### src/hw/rtl/wsp_pkg.sv
// shared types, constants and a helper function for the weighted sample predictor
`default_nettype none

package wsp_pkg;

   // sample and field widths
   localparam int SAMPLE_BITS = 8;
   localparam int SAMPLE_MAX  = (1 << SAMPLE_BITS) - 1;
   localparam int DIST_BITS   = 17;
   localparam int CLIP_BITS   = 8;
   localparam int PARAM_BITS  = 8;
   localparam int DEN_BITS    = 3;
   localparam int USED_BITS   = 2;
   localparam int MODE_BITS   = 2;

   // stream packing
   localparam int REQ_FIELD_BITS = 2 * SAMPLE_BITS + 4 * PARAM_BITS + DEN_BITS
                                   + 2 * DIST_BITS + 1;
   localparam int REQ_DATA_BITS  = ((REQ_FIELD_BITS + 7) / 8) * 8;
   localparam int REQ_USER_BITS  = USED_BITS + MODE_BITS;
   localparam int RSP_DATA_BITS  = ((SAMPLE_BITS + 7) / 8) * 8;

   // implicit weight constants
   localparam int DIST_MAX       = 127;
   localparam int DIST_MIN       = -128;
   localparam int IMPLICIT_NUMER = 16384;
   localparam int DSF_MAX        = 1023;
   localparam int DSF_MIN        = -1024;
   localparam int W1_MIN         = -64;
   localparam int W1_MAX         = 128;
   localparam int W1_FALLBACK    = 32;
   localparam int WEIGHT_SUM     = 64;
   localparam int WEIGHT_SHIFT   = 6;
   localparam int WEIGHT_ROUND   = 32;

   // divider layout: quotient bits resolved per pipeline stage
   localparam int QUOT_BITS          = 16;
   localparam int DIV_BITS_PER_STAGE = 4;
   localparam int DIV_STAGES         = QUOT_BITS / DIV_BITS_PER_STAGE;
   localparam int MAG_BITS           = CLIP_BITS;

   // datapath widths after the weight stage
   localparam int COEF_BITS  = PARAM_BITS + 1;
   localparam int DSF_BITS   = 11;
   localparam int PROD_BITS  = CLIP_BITS + QUOT_BITS;
   localparam int SHIFT_BITS = DEN_BITS + 1;
   localparam int TERM_BITS  = COEF_BITS + SAMPLE_BITS + 1;
   localparam int SUM_BITS   = TERM_BITS + 1;

   typedef enum logic [MODE_BITS-1:0] {
      MODE_DEFAULT  = 2'd0,
      MODE_EXPLICIT = 2'd1,
      MODE_IMPLICIT = 2'd2,
      MODE_RESERVED = 2'd3
   } mode_type;

   // request fields as unpacked from the stream
   typedef struct packed {
      logic [SAMPLE_BITS-1:0]       s0;
      logic [SAMPLE_BITS-1:0]       s1;
      logic [USED_BITS-1:0]         used;
      mode_type                     mode;
      logic signed [PARAM_BITS-1:0] w0;
      logic signed [PARAM_BITS-1:0] w1;
      logic signed [PARAM_BITS-1:0] o0;
      logic signed [PARAM_BITS-1:0] o1;
      logic [DEN_BITS-1:0]          den;
      logic signed [DIST_BITS-1:0]  ref_dist;
      logic signed [DIST_BITS-1:0]  cur_dist;
      logic                         short_both;
   } req_type;

   // per-sample payload carried alongside the divider
   typedef struct packed {
      logic [SAMPLE_BITS-1:0]       s0;
      logic [SAMPLE_BITS-1:0]       s1;
      logic [USED_BITS-1:0]         used;
      mode_type                     mode;
      logic signed [PARAM_BITS-1:0] w0;
      logic signed [PARAM_BITS-1:0] w1;
      logic signed [PARAM_BITS-1:0] o0;
      logic signed [PARAM_BITS-1:0] o1;
      logic [DEN_BITS-1:0]          den;
      logic signed [CLIP_BITS-1:0]  tb;
      logic                         implicit_ok;
   } item_type;

   // restoring divider state
   typedef struct packed {
      logic [MAG_BITS-1:0]  divisor;
      logic                 neg;
      logic [MAG_BITS-1:0]  rem;
      logic [QUOT_BITS-1:0] num;
      logic [QUOT_BITS-1:0] quo;
   } div_type;

   // generic weighted sum: ((a*s0 + b*s1 + rnd) >>> sh) + off
   typedef struct packed {
      logic signed [COEF_BITS-1:0]  a;
      logic signed [COEF_BITS-1:0]  b;
      logic [PARAM_BITS-1:0]        rnd;
      logic [SHIFT_BITS-1:0]        sh;
      logic signed [PARAM_BITS-1:0] off;
      logic [SAMPLE_BITS-1:0]       s0;
      logic [SAMPLE_BITS-1:0]       s1;
   } ctrl_type;

   // clip a picture order distance to the signed 8-bit range
   function automatic logic signed [CLIP_BITS-1:0] clip_dist(
      input logic signed [DIST_BITS-1:0] d);
      logic signed [CLIP_BITS-1:0] r;
      if (d > DIST_MAX) begin
         r = CLIP_BITS'(DIST_MAX);
      end else if (d < DIST_MIN) begin
         r = CLIP_BITS'(DIST_MIN);
      end else begin
         r = d[CLIP_BITS-1:0];
      end
      return r;
   endfunction

endpackage

`default_nettype wire

### src/hw/rtl/weighted_sample_predictor_core.sv
// top level of the weighted sample predictor: stream ports and stage chain
//
// Combines one or two interpolated 8-bit prediction samples into the final
// predicted sample (default average, explicit weighted, implicit weighted).
// Requests arrive on the req_ channel, one predicted sample per request
// leaves on the rsp_ channel, in request order.
// Ten register stages (input setup, four divider stages of four
// quotient bits each, scale factor, coefficient select, products, sum,
// shift/clip output register). Throughput: one request per clock sustained
// while rsp_tready stays high; the reciprocal divider is fully pipelined, so
// nothing is shared between requests.
// Every stage carries its own valid bit and moves when it is empty or when
// the stage after it moves, so bubbles are squeezed out and new requests
// are taken while a finished result waits on rsp_tready. Once all stages
// are full and rsp_tready is low, req_tready falls; nothing is dropped.
// Reset (synchronous, active high) empties every stage; the block holds no
// other state.
`default_nettype none

module weighted_sample_predictor_core import wsp_pkg::*; (
   input  logic                     clock,
   input  logic                     reset,
   input  logic                     req_tvalid,
   output logic                     req_tready,
   // sample_list0, sample_list1, weight_list0, weight_list1, offset_list0,
   // offset_list1, log_denom, ref_distance, cur_distance, both_short_term
   input  logic [REQ_DATA_BITS-1:0] req_tdata,
   // lists_used, mode
   input  logic [REQ_USER_BITS-1:0] req_tuser,
   output logic                     rsp_tvalid,
   input  logic                     rsp_tready,
   // predicted_sample
   output logic [RSP_DATA_BITS-1:0] rsp_tdata
);

   localparam int S1_LO  = SAMPLE_BITS;
   localparam int W0_LO  = 2 * SAMPLE_BITS;
   localparam int W1_LO  = W0_LO + PARAM_BITS;
   localparam int O0_LO  = W1_LO + PARAM_BITS;
   localparam int O1_LO  = O0_LO + PARAM_BITS;
   localparam int DEN_LO = O1_LO + PARAM_BITS;
   localparam int REF_LO = DEN_LO + DEN_BITS;
   localparam int CUR_LO = REF_LO + DIST_BITS;
   localparam int STB_LO = CUR_LO + DIST_BITS;

   req_type                req;
   logic                   front_valid, front_ready;
   item_type               front_item;
   div_type                front_div;
   logic                   div_valid, div_ready;
   item_type               div_item;
   div_type                div_res;
   logic                   wgt_valid, wgt_ready;
   ctrl_type               wgt_ctrl;
   logic [SAMPLE_BITS-1:0] sample;

   // unpack request fields
   always_comb begin
      req.s0         = req_tdata[S1_LO-1:0];
      req.s1         = req_tdata[W0_LO-1:S1_LO];
      req.w0         = req_tdata[W1_LO-1:W0_LO];
      req.w1         = req_tdata[O0_LO-1:W1_LO];
      req.o0         = req_tdata[O1_LO-1:O0_LO];
      req.o1         = req_tdata[DEN_LO-1:O1_LO];
      req.den        = req_tdata[REF_LO-1:DEN_LO];
      req.ref_dist   = req_tdata[CUR_LO-1:REF_LO];
      req.cur_dist   = req_tdata[STB_LO-1:CUR_LO];
      req.short_both = req_tdata[STB_LO];
      req.used       = req_tuser[USED_BITS-1:0];
      req.mode       = mode_type'(req_tuser[REQ_USER_BITS-1:USED_BITS]);
   end

   wsp_front u_front (
      .clock     (clock),
      .reset     (reset),
      .in_valid  (req_tvalid),
      .in_ready  (req_tready),
      .in_req    (req),
      .out_valid (front_valid),
      .out_ready (front_ready),
      .out_item  (front_item),
      .out_div   (front_div)
   );

   wsp_divider u_divider (
      .clock     (clock),
      .reset     (reset),
      .in_valid  (front_valid),
      .in_ready  (front_ready),
      .in_item   (front_item),
      .in_div    (front_div),
      .out_valid (div_valid),
      .out_ready (div_ready),
      .out_item  (div_item),
      .out_div   (div_res)
   );

   wsp_weight u_weight (
      .clock     (clock),
      .reset     (reset),
      .in_valid  (div_valid),
      .in_ready  (div_ready),
      .in_item   (div_item),
      .in_div    (div_res),
      .out_valid (wgt_valid),
      .out_ready (wgt_ready),
      .out_ctrl  (wgt_ctrl)
   );

   wsp_combine u_combine (
      .clock      (clock),
      .reset      (reset),
      .in_valid   (wgt_valid),
      .in_ready   (wgt_ready),
      .in_ctrl    (wgt_ctrl),
      .out_valid  (rsp_tvalid),
      .out_ready  (rsp_tready),
      .out_sample (sample)
   );

   assign rsp_tdata = RSP_DATA_BITS'(sample);

endmodule

`default_nettype wire

### src/hw/rtl/wsp_front.sv
// input stage: distance clipping and divider operand setup
`default_nettype none

module wsp_front import wsp_pkg::*; (
   input  logic     clock,
   input  logic     reset,
   input  logic     in_valid,
   output logic     in_ready,
   input  req_type  in_req,
   output logic     out_valid,
   input  logic     out_ready,
   output item_type out_item,
   output div_type  out_div
);

   logic                        en;
   logic                        valid_ff;
   logic signed [CLIP_BITS-1:0] td;
   logic [MAG_BITS-1:0]         mag;
   item_type                    item_in, item_ff;
   div_type                     div_in, div_ff;

   assign en       = ~valid_ff | out_ready;
   assign in_ready = en;

   // clip distances and build the numerator 16384 + |td/2|
   always_comb begin
      td  = clip_dist(in_req.ref_dist);
      mag = td[CLIP_BITS-1] ? MAG_BITS'(-td) : MAG_BITS'(td);

      item_in.s0          = in_req.s0;
      item_in.s1          = in_req.s1;
      item_in.used        = in_req.used;
      item_in.mode        = in_req.mode;
      item_in.w0          = in_req.w0;
      item_in.w1          = in_req.w1;
      item_in.o0          = in_req.o0;
      item_in.o1          = in_req.o1;
      item_in.den         = in_req.den;
      item_in.tb          = clip_dist(in_req.cur_dist);
      item_in.implicit_ok = (td != '0) && in_req.short_both;

      div_in.divisor = mag;
      div_in.neg     = td[CLIP_BITS-1];
      div_in.rem     = '0;
      div_in.num     = QUOT_BITS'(IMPLICIT_NUMER) + QUOT_BITS'(mag >> 1);
      div_in.quo     = '0;
   end

   // stage valid
   always_ff @(posedge clock) begin
      if (reset) begin
         valid_ff <= 1'b0;
      end else if (en) begin
         valid_ff <= in_valid;
      end
   end

   // stage payload
   always_ff @(posedge clock) begin
      if (en) begin
         item_ff <= item_in;
         div_ff  <= div_in;
      end
   end

   assign out_valid = valid_ff;
   assign out_item  = item_ff;
   assign out_div   = div_ff;

endmodule

`default_nettype wire

### src/hw/rtl/wsp_divider.sv
// pipelined restoring divider for the implicit weight reciprocal
`default_nettype none

module wsp_divider import wsp_pkg::*; (
   input  logic     clock,
   input  logic     reset,
   input  logic     in_valid,
   output logic     in_ready,
   input  item_type in_item,
   input  div_type  in_div,
   output logic     out_valid,
   input  logic     out_ready,
   output item_type out_item,
   output div_type  out_div
);

   logic [DIV_STAGES-1:0] en;
   logic [DIV_STAGES-1:0] valid_ff;
   logic [DIV_STAGES-1:0] valid_src;
   item_type              item_src [DIV_STAGES];
   item_type              item_ff  [DIV_STAGES];
   div_type               div_src  [DIV_STAGES];
   div_type               div_in   [DIV_STAGES];
   div_type               div_ff   [DIV_STAGES];

   // one shift-compare-subtract per quotient bit
   function automatic div_type div_steps(input div_type d);
      div_type         r;
      logic [MAG_BITS:0] part;
      r = d;
      for (int i = 0; i < DIV_BITS_PER_STAGE; i++) begin
         part  = {r.rem, r.num[QUOT_BITS-1]};
         r.num = {r.num[QUOT_BITS-2:0], 1'b0};
         if (part >= {1'b0, r.divisor}) begin
            r.rem = MAG_BITS'(part - {1'b0, r.divisor});
            r.quo = {r.quo[QUOT_BITS-2:0], 1'b1};
         end else begin
            r.rem = part[MAG_BITS-1:0];
            r.quo = {r.quo[QUOT_BITS-2:0], 1'b0};
         end
      end
      return r;
   endfunction

   // per-stage enables, a stage moves when empty or when the next one moves
   always_comb begin
      en[DIV_STAGES-1] = ~valid_ff[DIV_STAGES-1] | out_ready;
      for (int k = DIV_STAGES - 2; k >= 0; k--) begin
         en[k] = ~valid_ff[k] | en[k+1];
      end
   end

   assign in_ready = en[0];

   // stage sources
   always_comb begin
      valid_src[0] = in_valid;
      item_src[0]  = in_item;
      div_src[0]   = in_div;
      for (int k = 1; k < DIV_STAGES; k++) begin
         valid_src[k] = valid_ff[k-1];
         item_src[k]  = item_ff[k-1];
         div_src[k]   = div_ff[k-1];
      end
      for (int k = 0; k < DIV_STAGES; k++) begin
         div_in[k] = div_steps(div_src[k]);
      end
   end

   // stage valids
   always_ff @(posedge clock) begin
      if (reset) begin
         valid_ff <= '0;
      end else begin
         for (int k = 0; k < DIV_STAGES; k++) begin
            if (en[k]) begin
               valid_ff[k] <= valid_src[k];
            end
         end
      end
   end

   // stage payload
   always_ff @(posedge clock) begin
      for (int k = 0; k < DIV_STAGES; k++) begin
         if (en[k]) begin
            item_ff[k] <= item_src[k];
            div_ff[k]  <= div_in[k];
         end
      end
   end

   assign out_valid = valid_ff[DIV_STAGES-1];
   assign out_item  = item_ff[DIV_STAGES-1];
   assign out_div   = div_ff[DIV_STAGES-1];

endmodule

`default_nettype wire

### src/hw/rtl/wsp_weight.sv
// weight stages: implicit scale factor and per-mode coefficient selection
`default_nettype none

module wsp_weight import wsp_pkg::*; (
   input  logic     clock,
   input  logic     reset,
   input  logic     in_valid,
   output logic     in_ready,
   input  item_type in_item,
   input  div_type  in_div,
   output logic     out_valid,
   input  logic     out_ready,
   output ctrl_type out_ctrl
);

   logic                         en_e, en_f;
   logic                         valid_e_ff, valid_f_ff;
   logic signed [QUOT_BITS-1:0]  tx;
   logic signed [PROD_BITS-1:0]  prod_in, prod_ff;
   item_type                     item_e_ff;
   logic signed [PROD_BITS-1:0]  scaled;
   logic signed [DSF_BITS-1:0]   dsf;
   logic signed [COEF_BITS-1:0]  q2;
   logic signed [COEF_BITS-1:0]  iw1, iw0;
   logic signed [PARAM_BITS:0]   osum;
   logic                         u0, u1;
   ctrl_type                     ctrl_in, ctrl_ff;

   assign en_f     = ~valid_f_ff | out_ready;
   assign en_e     = ~valid_e_ff | en_f;
   assign in_ready = en_e;

   // signed reciprocal times clipped current distance
   always_comb begin
      tx      = in_div.neg ? -$signed(in_div.quo) : $signed(in_div.quo);
      prod_in = PROD_BITS'(in_item.tb) * PROD_BITS'(tx);
   end

   // implicit weight with fallback, then coefficients for the shared sum
   always_comb begin
      scaled = (prod_ff + PROD_BITS'(WEIGHT_ROUND)) >>> WEIGHT_SHIFT;
      if (scaled > DSF_MAX) begin
         dsf = DSF_BITS'(DSF_MAX);
      end else if (scaled < DSF_MIN) begin
         dsf = DSF_BITS'(DSF_MIN);
      end else begin
         dsf = scaled[DSF_BITS-1:0];
      end
      q2 = dsf[DSF_BITS-1:2];
      if (item_e_ff.implicit_ok && q2 >= W1_MIN && q2 <= W1_MAX) begin
         iw1 = q2;
      end else begin
         iw1 = COEF_BITS'(W1_FALLBACK);
      end
      iw0  = COEF_BITS'(WEIGHT_SUM) - iw1;
      osum = (PARAM_BITS + 1)'(item_e_ff.o0) + (PARAM_BITS + 1)'(item_e_ff.o1)
             + (PARAM_BITS + 1)'(1);
      u0   = item_e_ff.used[0];
      u1   = item_e_ff.used[1];

      // default: pass-through or rounded average
      ctrl_in.s0  = item_e_ff.s0;
      ctrl_in.s1  = item_e_ff.s1;
      ctrl_in.off = '0;
      if (u0 && u1) begin
         ctrl_in.a   = COEF_BITS'(1);
         ctrl_in.b   = COEF_BITS'(1);
         ctrl_in.rnd = PARAM_BITS'(1);
         ctrl_in.sh  = SHIFT_BITS'(1);
      end else begin
         ctrl_in.a   = u0 ? COEF_BITS'(1) : '0;
         ctrl_in.b   = u0 ? '0 : COEF_BITS'(1);
         ctrl_in.rnd = '0;
         ctrl_in.sh  = '0;
      end

      unique case (item_e_ff.mode)
         MODE_EXPLICIT: begin
            if (u0 && u1) begin
               ctrl_in.a   = COEF_BITS'(item_e_ff.w0);
               ctrl_in.b   = COEF_BITS'(item_e_ff.w1);
               ctrl_in.rnd = PARAM_BITS'(1) << item_e_ff.den;
               ctrl_in.sh  = {1'b0, item_e_ff.den} + SHIFT_BITS'(1);
               ctrl_in.off = osum[PARAM_BITS:1];
            end else begin
               ctrl_in.a   = u0 ? COEF_BITS'(item_e_ff.w0) : '0;
               ctrl_in.b   = u0 ? '0 : COEF_BITS'(item_e_ff.w1);
               ctrl_in.rnd = (item_e_ff.den == '0) ? '0 :
                             PARAM_BITS'(1) << (item_e_ff.den - DEN_BITS'(1));
               ctrl_in.sh  = {1'b0, item_e_ff.den};
               ctrl_in.off = u0 ? item_e_ff.o0 : item_e_ff.o1;
            end
         end
         MODE_IMPLICIT: begin
            if (u0 && u1) begin
               ctrl_in.a   = iw0;
               ctrl_in.b   = iw1;
               ctrl_in.rnd = PARAM_BITS'(WEIGHT_ROUND);
               ctrl_in.sh  = SHIFT_BITS'(WEIGHT_SHIFT);
            end
         end
         default: begin
         end
      endcase

      // no list used gives zero
      if (!u0 && !u1) begin
         ctrl_in.a   = '0;
         ctrl_in.b   = '0;
         ctrl_in.rnd = '0;
         ctrl_in.sh  = '0;
         ctrl_in.off = '0;
      end
   end

   // stage valids
   always_ff @(posedge clock) begin
      if (reset) begin
         valid_e_ff <= 1'b0;
         valid_f_ff <= 1'b0;
      end else begin
         if (en_e) begin
            valid_e_ff <= in_valid;
         end
         if (en_f) begin
            valid_f_ff <= valid_e_ff;
         end
      end
   end

   // stage payload
   always_ff @(posedge clock) begin
      if (en_e) begin
         item_e_ff <= in_item;
         prod_ff   <= prod_in;
      end
      if (en_f) begin
         ctrl_ff <= ctrl_in;
      end
   end

   assign out_valid = valid_f_ff;
   assign out_ctrl  = ctrl_ff;

endmodule

`default_nettype wire

### src/hw/rtl/wsp_combine.sv
// weighted sum stages: products, rounding sum, shift, offset and clip
`default_nettype none

module wsp_combine import wsp_pkg::*; (
   input  logic                   clock,
   input  logic                   reset,
   input  logic                   in_valid,
   output logic                   in_ready,
   input  ctrl_type               in_ctrl,
   output logic                   out_valid,
   input  logic                   out_ready,
   output logic [SAMPLE_BITS-1:0] out_sample
);

   logic                         en_g, en_h, en_o;
   logic                         valid_g_ff, valid_h_ff, valid_o_ff;
   logic signed [TERM_BITS-1:0]  p0_in, p1_in, p0_ff, p1_ff;
   logic [PARAM_BITS-1:0]        rnd_g_ff;
   logic [SHIFT_BITS-1:0]        sh_g_ff, sh_h_ff;
   logic signed [PARAM_BITS-1:0] off_g_ff, off_h_ff;
   logic signed [SUM_BITS-1:0]   sum_in, sum_ff;
   logic signed [SUM_BITS-1:0]   shifted;
   logic signed [SUM_BITS:0]     total;
   logic [SAMPLE_BITS-1:0]       sample_in, sample_ff;

   assign en_o     = ~valid_o_ff | out_ready;
   assign en_h     = ~valid_h_ff | en_o;
   assign en_g     = ~valid_g_ff | en_h;
   assign in_ready = en_g;

   // coefficient times sample for each list
   always_comb begin
      p0_in = TERM_BITS'(in_ctrl.a) * TERM_BITS'($signed({1'b0, in_ctrl.s0}));
      p1_in = TERM_BITS'(in_ctrl.b) * TERM_BITS'($signed({1'b0, in_ctrl.s1}));
   end

   // products plus rounding term
   assign sum_in = SUM_BITS'(p0_ff) + SUM_BITS'(p1_ff)
                   + SUM_BITS'($signed({1'b0, rnd_g_ff}));

   // floor shift, offset and clip to the sample range
   always_comb begin
      shifted = sum_ff >>> sh_h_ff;
      total   = (SUM_BITS + 1)'(shifted) + (SUM_BITS + 1)'(off_h_ff);
      if (total < 0) begin
         sample_in = '0;
      end else if (total > SAMPLE_MAX) begin
         sample_in = SAMPLE_BITS'(SAMPLE_MAX);
      end else begin
         sample_in = total[SAMPLE_BITS-1:0];
      end
   end

   // stage valids
   always_ff @(posedge clock) begin
      if (reset) begin
         valid_g_ff <= 1'b0;
         valid_h_ff <= 1'b0;
         valid_o_ff <= 1'b0;
      end else begin
         if (en_g) begin
            valid_g_ff <= in_valid;
         end
         if (en_h) begin
            valid_h_ff <= valid_g_ff;
         end
         if (en_o) begin
            valid_o_ff <= valid_h_ff;
         end
      end
   end

   // stage payload
   always_ff @(posedge clock) begin
      if (en_g) begin
         p0_ff    <= p0_in;
         p1_ff    <= p1_in;
         rnd_g_ff <= in_ctrl.rnd;
         sh_g_ff  <= in_ctrl.sh;
         off_g_ff <= in_ctrl.off;
      end
      if (en_h) begin
         sum_ff   <= sum_in;
         sh_h_ff  <= sh_g_ff;
         off_h_ff <= off_g_ff;
      end
      if (en_o) begin
         sample_ff <= sample_in;
      end
   end

   assign out_valid  = valid_o_ff;
   assign out_sample = sample_ff;

endmodule

`default_nettype wire

### config.mk
export PLATFORM = sky130hd
export DESIGN_NAME = weighted_sample_predictor_core
export DESIGN_NICKNAME = d
export VERILOG_FILES = /design/src/hw/rtl/wsp_pkg.sv /design/src/hw/rtl/weighted_sample_predictor_core.sv /design/src/hw/rtl/wsp_front.sv /design/src/hw/rtl/wsp_divider.sv /design/src/hw/rtl/wsp_weight.sv /design/src/hw/rtl/wsp_combine.sv
export SDC_FILE = /design/constraint.sdc
export NUM_CORES = 2
export LEC_CHECK = 0
export ABC_AREA = 1
export CAP_MARGIN = 20
export CORE_MARGIN = 2
export CORE_UTILIZATION = 59
export CTS_CLUSTER_DIAMETER = 150
export CTS_CLUSTER_SIZE = 12
export DETAILED_ROUTE_END_ITERATION = 6
export DONT_BUFFER_PORTS = 1
export PLACE_DENSITY = 0.85
export SETUP_SLACK_MARGIN = 0.15
export SYNTH_ARGS = -nofsm -noshare
export SYNTH_HDL_FRONTEND = slang
export SYNTH_SLANG_ARGS = --single-unit
### constraint.sdc
create_clock -name clock -period 38.3 [get_ports clock]
set_input_delay 3.83 -clock clock [delete_from_list [all_inputs] [get_ports clock]]
set_output_delay 3.83 -clock clock [all_outputs]
set_load 0.02 [all_outputs]
==> flow_metrics.py <==
metrics = {
    "worst_setup_path": {
        "rr_endpoint": "u_divider.div_ff[2][34]",
        "path_max_fanout": 58,
        "rr_startpoint": "u_divider.div_ff[1][38]",
        "reg2reg_setup_slack_ns": 28.39,
        "cp_slowest_stage_delay_ns": 0.46,
        "cp.required_ns": 34.47,
        "critPathLaunchType": "input port",
        "cp_num_buf_inv": 10,
        "cp_data_arrival_time_ns": 8.27,
        "cp_slowest_cell": "nor2_1",
        "crit_top_cell": "nor2_1",
        "worstPathCellList": "nor2_1 > inv_1 > nor2_1 > inv_1 > buf_4 > nor2_1 > inv_2 > buf_4 > nor2_1 > inv_2 > nor2_1 > inv_2 > nor2_1 > clkinv_2 > nor2_1 > clkinv_2 > nor2_1 > clkinv_2 > nor2_1 > nand2_4",
        "worstSetupEndpointType": "output port",
        "reg2reg_depth": 54,
        "cp_top_family": "simple AND/OR/NAND/NOR gates",
        "crit_type": "input port to output port",
    },
    "global_routing": {
        "grt_use_total_pct": 22.3,
        "antenna_found_initial": 1,
        "overflow": 0,
        "grt_pass1_vias": 25800,
        "grt_max_degree": 69,
        "grt_pass1_wl_um": 127000,
    },
    "place": {
        "portBuffers": 0,
        "hpwl_um": 56900,
        "place.gp.congestion": 0.916,
    },
    "clocking": {
        "clock_path_buffers": 3,
        "cts_setup_buffers": 0,
        "htreeDepth": 2,
        "cts.clk_slew.worst_paths_ns": 0.06,
        "clock-sinks": 655,
        "clk_latency_ns": 0.67,
        "root_buffer": "clkbuf_16",
        "cts_resized": 0,
        "cts_buffers": 60,
        "cts-hold-fix-buffers": 0,
        "cts_tree": "done",
    },
    "timing": {
        "final_hold_viol_count": 0,
        "fin_crit_sh_pct": 31.6,
        "holdWs_ns": 0.378,
        "fin_crit_ns": 12.10,
        "fin_tns_setup_ns": 0,
        "worst_clock_skew_ns": 0.0609,
        "rsz0062_at_grt": "no",
        "worst_pin_slew_ns": 0.938,
        "clock.fmax_mhz": 82.7,
        "finalMaxSlewViolations": 0,
        "relSlewSlack_pct": 36.6,
        "setup_viol": 0,
    },
    "synthesis": {
        "synth_top_area_cell": "edfxtp_1",
        "yosysMostFrequentCell": "nand2_1",
        "synth_async_sr_flop_share_pct": 0,
        "synthTopCellsByArea": "edfxtp_1, fa_1, ha_1, nand2_1, inv_1",
        "synth_enable_flop_cells": 645,
        "synthFlopType": "edfxtp_1",
        "ys_warn_count": 0,
        "ys_top_cells_by_count": "nand2_1, inv_1, edfxtp_1",
        "avgSynthCellArea_um2": 10.7,
        "synth_top_cell_area_share_pct": 48.3,
        "postSynthCellCount": 3757,
        "syn-cell-area_mm2": 0.0401,
        "ys_ff_latch": 655,
        "ys_types": 67,
        "synth-seq-area-share_pct": 48.8,
    },
    "routing": {
        "drt-pass1-iter-count": 7,
        "ant_nets": 0,
        "drt-total-wl_um": 77100,
        "post_drt_via_cell_ratio": 5.53,
        "wire_per_inst_um": 16.5,
        "vias": 25800,
        "drt_iter0_markers": 2365,
        "drc": 2,
    },
    "worst_hold_path": {
        "hold_start": "u_divider.item_ff[2][52]",
        "hp-class": "register to register",
        "whs_path_depth": 0,
        "whs_endpoint": "u_divider.item_ff[3][52]",
    },
    "floorplan": {
        "boundaryPins": 106,
        "rows": 95,
        "die_w_um": 265,
        "dieArea_mm2": 0.0700,
        "fp.dieH_um": 265,
        "initial_utilization_pct": 59.7,
        "core-area_mm2": 0.0672,
    },
    "outcome": {
        "outcome": "complete, but fails checks",
        "violations": "design-rule violations",
    },
    "finish": {
        "nNetsFinal": 4397,
        "area_growth_syn_to_layout_pct": 6.53,
        "drive_gt1_share_pct": 4.01,
    },
    "job": {
        "drv_cap": 0,
    },
}
==> flip-flops by register name (all words and copies together), names as in the netlist, 4 cells and up <==
name and count:
u_combine.off_g_ff 8, u_combine.off_h_ff 8, u_combine.out_sample 8, u_combine.p0_ff 18, u_combine.p1_ff 18, u_combine.rnd_g_ff 8, u_combine.sh_g_ff 4, u_combine.sh_h_ff 4
u_combine.sum_ff 19, u_divider.div_ff 92, u_divider.item_ff 256, u_divider.valid_ff 4, u_front.out_div 9, u_front.out_item 64, u_weight.ctrl_in 16, u_weight.item_e_ff 40
u_weight.out_ctrl 54, u_weight.prod_ff 19
==> routing by layer <==
layer  share of wire, %  vias to the layer above  GRT usage (%)
li1                   -                    12300              -
met3                6.4                      179           3.00
met1                 41                    12400           29.5
met5                  0                        -              0
met2                 49                      945           38.5
met4                2.9                        0           7.37
==> cell usage in the layout, fill, tap and decap left out, drive strengths merged, types with 12 or more instances in the layout <==
| master | instances |
|---|---|
| a21oi | 202 |
| a31oi | 16 |
| clkbuf | 90 |
| edfxtp | 645 |
| fa | 241 |
| ha | 301 |
| inv | 679 |
| nand2 | 686 |
| nand3 | 83 |
| nand4 | 22 |
| nor2 | 270 |
| nor3 | 24 |
| o21ai | 192 |
| o21bai | 12 |
| or2 | 18 |
| xnor2 | 78 |
| xor2 | 98 |
==> worst max path at each step <==
stage,from,endpoint,slack (ns),cells after the start
after floorplan,rsp_tready,req_tready,17.97,18
final,rsp_tready,req_tready,26.20,20
after global routing,rsp_tready,req_tready,25.77,20
after global placement,rsp_tready,req_tready,26.57,20
after detailed placement,rsp_tready,req_tready,26.24,20
after CTS,rsp_tready,req_tready,26.16,20
==> area by class of cell <==
type                            instances  area (um^2)
Clock buffer                           90         1610
Sequential cell                       655        19600
Clock inverter                          4         97.6
Tap cell                              873         1090
Fill cell                            4743        24500
Multi-Input combinational cell       2346        17700
Antenna cell                            1         2.50
Timing Repair Buffer                   10         75.1
Inverter                              686         2580
==> per-stage QoR <==
stage	std cells	worst slack, ns	util, %	area (um^2)
finish	4665	26.20	63.6	42700
global route	4665	25.77	63.6	42700
CTS	4664	26.16	63.6	42700
detailed placement	4570	26.24	61.0	41000
global placement	4570	26.57	61.0	41000
floorplan	3759	17.97	-	40100
==> cell families (layout without fill, tap and decap cells) <==
kind of cell,Yosys count,in the layout,synth area share (%)
DFF,655,655,48.8
and+or+nand+nor,1125,1125,11.6
AOI/OAI and AO/OA,493,493,6.93
xor gates and xnor gates,176,176,3.85
adders and majority gates,542,542,21.4
buffers and inverters,758,790,7.14
other,1,4,0.00936
muxes,7,7,0.178
Power is not shown: default switching activity piles up to over one toggle a cycle in this logic, so the estimate is an artifact.
